### config.mk
export PLATFORM = sky130hd
export DESIGN_NAME = bara_ctrl
export DESIGN_NICKNAME = d
export VERILOG_FILES = /design/src/hw/rtl/bara_pkg.sv /design/src/hw/rtl/bara_ctrl.sv
export SDC_FILE = /design/constraint.sdc
export NUM_CORES = 1
export LEC_CHECK = 0
export BUFFER_PORTS_ARGS = -buffer_cell sky130_fd_sc_hd__buf_2
export CORE_MARGIN = 5
export CORE_UTILIZATION = 30
export DETAILED_ROUTE_END_ITERATION = 10
export PLACE_DENSITY = 0.55
export SYNTH_ARGS = -nofsm -noshare
export SYNTH_HDL_FRONTEND = slang
export SYNTH_SLANG_ARGS = --single-unit
### constraint.sdc
create_clock -name clock -period 1.95 [get_ports clock]
set_input_delay 0.2925 -clock clock [delete_from_list [all_inputs] [get_ports clock]]
set_output_delay 0.2925 -clock clock [all_outputs]
set_load 0.01 [all_outputs]
### src/hw/rtl/bara_pkg.sv
package bara_pkg;

   // Fixed widths of a word and its fields.
   localparam int WORD_BITS     = 32;
   localparam int SEL_W         = 5;     // bit select within a word
   localparam int OP_W          = 2;
   localparam int IDX_W         = 15;
   localparam int END_W         = 16;
   localparam int WIDX_W        = IDX_W - SEL_W;  // word index carried by an item
   localparam int WORDS_MAX     = 2 ** WIDX_W;    // words an item can ever reach
   localparam int CNT_W         = WIDX_W + 1;     // word counter, holds WORDS_MAX
   localparam int NUM_WORDS_DEF = 1024;

   typedef enum logic [OP_W-1:0] {
      OP_GET   = 2'd0,
      OP_SET   = 2'd1,
      OP_CLEAR = 2'd2,
      OP_ANY   = 2'd3
   } op_type;

   // Commands from the controller to the datapath.
   typedef struct packed {
      logic load;         // capture the input word
      logic start_zero;   // word counter to zero
      logic start_first;  // word counter to the first word of the item
      logic inc;          // word counter plus one
      logic wr_set;       // write back the read word with the bit updated
      logic wr_zero;      // write zero at the counter
   } cmd_type;

   // Status from the datapath to the controller.
   typedef struct packed {
      op_type op;
      logic   word_ok;     // start word lies inside the store
      logic   range_empty; // nothing to scan for the range query
      logic   cur_last;    // counter sits on the last word to visit
      logic   sweep_done;  // counter sits on the last word of the store
      logic   hit;         // masked read word holds a one
      logic   get_bit;     // selected bit of the read word
   } status_type;

endpackage

### src/hw/rtl/bara_ctrl.sv
module bara_ctrl (
   input  logic                   clock,
   input  logic                   reset,
   input  logic                   req_valid,
   output logic                   req_ready,
   output logic                   rsp_valid,
   input  logic                   rsp_ready,
   output logic                   rsp_answer,
   input  bara_pkg::status_type   status,
   output bara_pkg::cmd_type      cmd
);
   import bara_pkg::*;

   typedef enum logic [2:0] {
      ST_INIT,
      ST_IDLE,
      ST_START,
      ST_READ,
      ST_EVAL,
      ST_CLEAR,
      ST_RESULT
   } state_type;

   state_type state_ff, state_in;
   logic      ans_ff, ans_in;
   logic      rsp_valid_ff, rsp_valid_in;
   logic      rsp_answer_ff, rsp_answer_in;

   assign req_ready  = (state_ff == ST_IDLE);
   assign rsp_valid  = rsp_valid_ff;
   assign rsp_answer = rsp_answer_ff;

   always_comb begin
      cmd           = '0;
      state_in      = state_ff;
      ans_in        = ans_ff;
      rsp_answer_in = rsp_answer_ff;
      rsp_valid_in  = rsp_valid_ff & ~rsp_ready;

      case (state_ff)
         ST_INIT: begin
            cmd.wr_zero = 1'b1;
            if (status.sweep_done) begin
               state_in = ST_IDLE;
            end else begin
               cmd.inc = 1'b1;
            end
         end
         ST_IDLE: begin
            if (req_valid) begin
               cmd.load = 1'b1;
               state_in = ST_START;
            end
         end
         ST_START: begin
            case (status.op)
               OP_GET, OP_SET: begin
                  if (status.word_ok) begin
                     cmd.start_first = 1'b1;
                     state_in        = ST_READ;
                  end else if (status.op == OP_GET) begin
                     ans_in   = 1'b0;
                     state_in = ST_RESULT;
                  end else begin
                     state_in = ST_IDLE;
                  end
               end
               OP_CLEAR: begin
                  cmd.start_zero = 1'b1;
                  state_in       = ST_CLEAR;
               end
               default: begin
                  if (status.range_empty) begin
                     ans_in   = 1'b0;
                     state_in = ST_RESULT;
                  end else begin
                     cmd.start_first = 1'b1;
                     state_in        = ST_READ;
                  end
               end
            endcase
         end
         ST_READ: begin
            state_in = ST_EVAL;
         end
         ST_EVAL: begin
            case (status.op)
               OP_GET: begin
                  ans_in   = status.get_bit;
                  state_in = ST_RESULT;
               end
               OP_SET: begin
                  cmd.wr_set = 1'b1;
                  state_in   = ST_IDLE;
               end
               default: begin
                  if (status.hit) begin
                     ans_in   = 1'b1;
                     state_in = ST_RESULT;
                  end else if (status.cur_last) begin
                     ans_in   = 1'b0;
                     state_in = ST_RESULT;
                  end else begin
                     cmd.inc  = 1'b1;
                     state_in = ST_READ;
                  end
               end
            endcase
         end
         ST_CLEAR: begin
            cmd.wr_zero = 1'b1;
            if (status.cur_last) begin
               state_in = ST_IDLE;
            end else begin
               cmd.inc = 1'b1;
            end
         end
         ST_RESULT: begin
            // Wait until the output register is empty or being emptied.
            if (!rsp_valid_ff || rsp_ready) begin
               rsp_valid_in  = 1'b1;
               rsp_answer_in = ans_ff;
               state_in      = ST_IDLE;
            end
         end
         default: begin
            state_in = ST_IDLE;
         end
      endcase
   end

   always_ff @(posedge clock) begin
      if (reset) begin
         state_ff      <= ST_INIT;
         rsp_valid_ff  <= 1'b0;
         ans_ff        <= 1'b0;
         rsp_answer_ff <= 1'b0;
      end else begin
         state_ff      <= state_in;
         rsp_valid_ff  <= rsp_valid_in;
         ans_ff        <= ans_in;
         rsp_answer_ff <= rsp_answer_in;
      end
   end

endmodule

[Yosys cells after proc, flatten, opt, wreduce, memory -nomap -nowiden]
Index checks and enable logic that the tools add are counted.
Word-level totals
  flip-flop bits (word level): 6
  latch bits: 0
  memory bits (writable): 0
  ROM bits: 0
  memories: 0
Operators by class
  add/sub/neg operators: 0
  multipliers: 0
  div/mod/pow operators: 0
  magnitude comparators: 0
  equal/unequal tests: 18
  shift operators: 0
  mux-type cells: 37
  bitwise gates (word level): 2
  reduce and logical (&&, ||, !) cells: 10
Operators by type and width (count)
  2-to-1 mux 3 bit: 9
  one-hot mux 3 bit (7 select lines): 1
  2-to-1 mux 1 bit: 19
  != test 2 bit (second input constant): 6
  one-hot mux 3 bit (2 select lines): 2
  == test 3 bit (second input constant): 3
  != test 3 bit (second input constant): 3
  one-hot mux 1 bit (2 select lines): 4
  AND reduction 7 bit: 1
  == test 3 x 2 -> 1 bit (second input constant): 2
  != test 4 bit (second input constant): 1
  AND reduction 4 bit: 1
  OR reduction 2 bit: 2
  == test 3 x 1 -> 1 bit (second input constant): 1
  logical NOT 3 bit: 1
  one-hot mux 1 bit (3 select lines): 1
  == test 2 x 1 -> 1 bit (second input constant): 1
  == test 2 bit (second input constant): 1
  logical NOT 2 bit: 1
  2-to-1 mux 2 bit: 1
  AND reduction 2 bit: 1
  nonzero test 2 bit: 1
  bitwise AND 1 bit: 1
  logical NOT 1 bit: 1
  2 further kinds: 2

[Longest topological paths before layout]
  depth in word-level cells: 5
  depth in mapped cells: 5
  depth with buffers taken out: 4

[Worst setup path after synthesis]
OpenSTA, ideal clock, no wires.
  kind: register to output
  start: reg state_ff[2]
  end: out cmd[5] in the netlist's numbering
  arrival time: 1.095 ns
  data required time: 1.657 ns
  slack: 0.562 ns
  cell stages (with the launch flop): 4
  path through: dfxtp_1 buf_2 nor3b_1 and2_1
RTL lines
  start, declared: line bara_ctrl.sv:24  | state_type state_ff, state_in;
  start signal, assigned: line bara_ctrl.sv:139  | state_ff <= state_in;
  end, declared: line bara_ctrl.sv:10  | output bara_pkg::cmd_type cmd

==> impl_metrics.yaml <==
setup_path:
  required_ns: 1.66
  cp_data_arrival_time_ns: 1.57
  critPathBufInv: 1
  worstSetupPathDepth: 3
  cp-end-kind: "primary output"
  critPathMaxFanout: 13
  r2r_cells: 4
  critical_path.top_delay_family: "flip-flops"
  critPathKind: "reg2out"
  critPathLaunchType: "register"
  cpPeakStageDelay_ns: 0.54
  crit_chain: "or3b_4 > o21ba_2 > buf_2"
  r2r_slack_ns: 0.36
  worst_path_max_delay_cell: "dfxtp_1"
  reg2reg_from: "state_ff[1]$_SDFFE_PP0P_"
  r2r-end: "ans_ff$_SDFFE_PP0P_"
layout:
  layout_commonest_cell: "buf_2"
  num_antenna_cells: 0
  final_cells: 118
  area_growth_pct: 22.40
  drive_gt1_frac: 0.3226
  final_cell_mix: "buf_2 (20), nor2_1 (11), a21oi_1 (7)"
  fin_nets: 107
  fin_util: 0.3878
sta:
  max_slew_margin: 0.7530
  setup_viol: 0
  fmaxAchievable_mhz: 536.3
  hold_ws_ns: 0.2976
  min_period_ns: 1.865
  hold_violations: 0
  setup_tns_ns: 0
  post-route-period-util: 0.9563
  rsz0062_at_grt: "no"
  skew_ns: 0.005714
  worst_pin_slew_ns: 0.3699
  drv_slew: 0
hold_path:
  holdPathStages: 2
  worstHoldStart: "reset"
  min_to: "state_ff[2]$_SDFFE_PP0P_"
  hold_path_class: "in2reg"
synthesis:
  yosysWarnings: 0
  postSynthCellCount: 74
  synthesis.area_um2: 553.0
  yosysSeqAreaShare: 0.2172
  syn_nets: 86
  netlist-cell-type-count: 35
  avgSynthCellArea_um2: 7.473
  synth_seq_cells: 6
routing:
  wl_met2_um: 577
  drtPass1Iterations: 4
  top_layer_used: "met3"
  wl_met3_um: 68
  drt-met1-wl_um: 668
  ant_nets: 0
  drt_iter0_markers: 9
  wl_um: 1315
  drc: 0
  avgViaCountPerCell: 4.966
  wl_per_cell_um: 11.14
  vias: 586
floorplanning:
  io_pins: 21
  start_util: 0.3168
  die_x_um: 52.94
  coreArea_um2: 1745
  rows: 15
  die_h_um: 52.94
  die_area_um2: 2802
power:
  switching_share: 0.3395
  internal-power_mw: 0.2733
  pwr-share-comb: 0.350
  switchingPower_mw: 0.1405
  p_seq_frac: 0.374
  pwr-share-clk: 0.276
  ir_drop_v: 0.0003618
  p_per_area_nw_per_um2: 611.2
  p_leak_nw: 0.2982
clocking:
  insertion_delay_ns: 0.24
  clock-root-buffer: "clkbuf_4"
  htreeDepth: 1
  cts_buffers: 3
  postCtsHoldBufs: 0
  post_cts_resized: 0
  cts_tree: "built"
  clock_path_buffers: 2
  cts_setup_buffers: 0
  clk_pin_slew_ns: 0.05
  cts.sinks: 6
grt:
  grt_pass1_vias: 508
  grt_max_degree: 16
  grtUsageTotal: 0.1038
  grt_overflow_total: 0
  grt_first_pass_wirelength_um: 2201
  antenna_found_initial: 0
run:
  maxCapViolations: 0
status:
  status: "complete, no violations"
placed_design:
  port_buffers: 20
  dpl.cell_count: 115
  hpwl_um: 1039
  place.gp.congestion: 0.7618
cell usage after synthesis:
cell type / count / area share
a211o_1: 1 / 0.016
a211oi_2: 1 / 0.023
a21o_1: 1 / 0.014
a21oi_1: 7 / 0.063
a311oi_1: 1 / 0.016
a31oi_1: 1 / 0.011
and2_1: 2 / 0.023
and2b_2: 1 / 0.016
and3b_1: 1 / 0.016
buf_2: 1 / 0.0090
buf_6: 2 / 0.041
clkbuf_1: 1 / 0.0068
dfxtp_1: 6 / 0.22
inv_1: 2 / 0.014
mux2_1: 1 / 0.020
mux2i_1: 1 / 0.018
nand2_1: 1 / 0.0068
nand2b_1: 5 / 0.057
nand3_1: 1 / 0.0090
nand3b_1: 1 / 0.014
nor2_1: 11 / 0.075
nor2_2: 1 / 0.011
nor2b_1: 4 / 0.045
nor3_1: 3 / 0.027
nor3b_1: 2 / 0.027
o2111ai_1: 1 / 0.016
o211ai_1: 1 / 0.014
o21ai_0: 5 / 0.045
o21ba_2: 1 / 0.018
o31a_1: 1 / 0.016
o31ai_1: 1 / 0.014
o32ai_1: 1 / 0.016
or2_1: 1 / 0.011
or3b_4: 2 / 0.041
xor2_1: 1 / 0.016
cells by family (layout without fill, tap and decap cells):
| group | after synthesis | count (layout) | synth area share |
|---|---|---|---|
| AOI/OAI and AO/OA | 23 | 23 | 0.2806 |
| muxes | 2 | 2 | 0.03846 |
| xor gates and xnor gates | 1 | 1 | 0.01584 |
| DFF | 6 | 6 | 0.2172 |
| buffers and inverters | 6 | 25 | 0.07012 |
| and+or+nand+nor | 36 | 36 | 0.3778 |
cell type report:
class | instances | area, um^2
inverters | 2 | 7.507
multi-input cells | 62 | 394.1
well taps | 25 | 31.28
flip-flops and latches | 6 | 121.4
fillers | 195 | 1069
clock buffers | 3 | 22.52
repair buffers | 20 | 100.1
metrics by stage:
| stage | area [um^2] | setup slack, ns | total power [mW] |
|---|---|---|---|
| global placement | 653.1 | 0.3491 | 0.3032 |
| global route | 676.9 | 0.007638 | 0.4523 |
| CTS | 675.6 | 0.08012 | 0.4208 |
| detailed placement | 653.1 | 0.3498 | 0.3025 |
| floorplan | 553.0 | 0.5621 | 0.2638 |
| finish | 676.9 | 0.08530 | 0.4137 |
registers in the layout, summed over array words and instances, names as in the netlist:
signal / count
rsp_answer: 1
state_ff: 3
ans_ff: 1
rsp_valid: 1
worst max-delay path by stage:
stage                                  start      to  slack, ns
global placement    state_ff[2]$_SDFFE_PP0P_  cmd[1]       0.35
floorplan           state_ff[2]$_SDFFE_PP0P_  cmd[5]       0.56
finish              state_ff[1]$_SDFFE_PP0P_  cmd[3]       0.09
CTS                 state_ff[1]$_SDFFE_PP0P_  cmd[3]       0.08
detailed placement  state_ff[1]$_SDFFE_PP0P_  cmd[3]       0.35
global route        state_ff[1]$_SDFFE_PP0P_  cmd[3]      0.008
routing by layer:
layer  vias up  track usage
met5         -            0
met4         0      0.02553
met3         0      0.02535
met2        12       0.1550
met1       268       0.1475
li1        306            -
power groups by stage:
stage / Clock [mW] / Combinational (mW) / Sequential, mW
CTS: 0.120 / 0.146 / 0.154
global placement: 0 / 0.146 / 0.157
global route: 0.129 / 0.165 / 0.159
floorplan: 0 / 0.125 / 0.139
finish: 0.114 / 0.145 / 0.155
detailed placement: 0 / 0.146 / 0.157
Power figures use the tool's default switching activity.
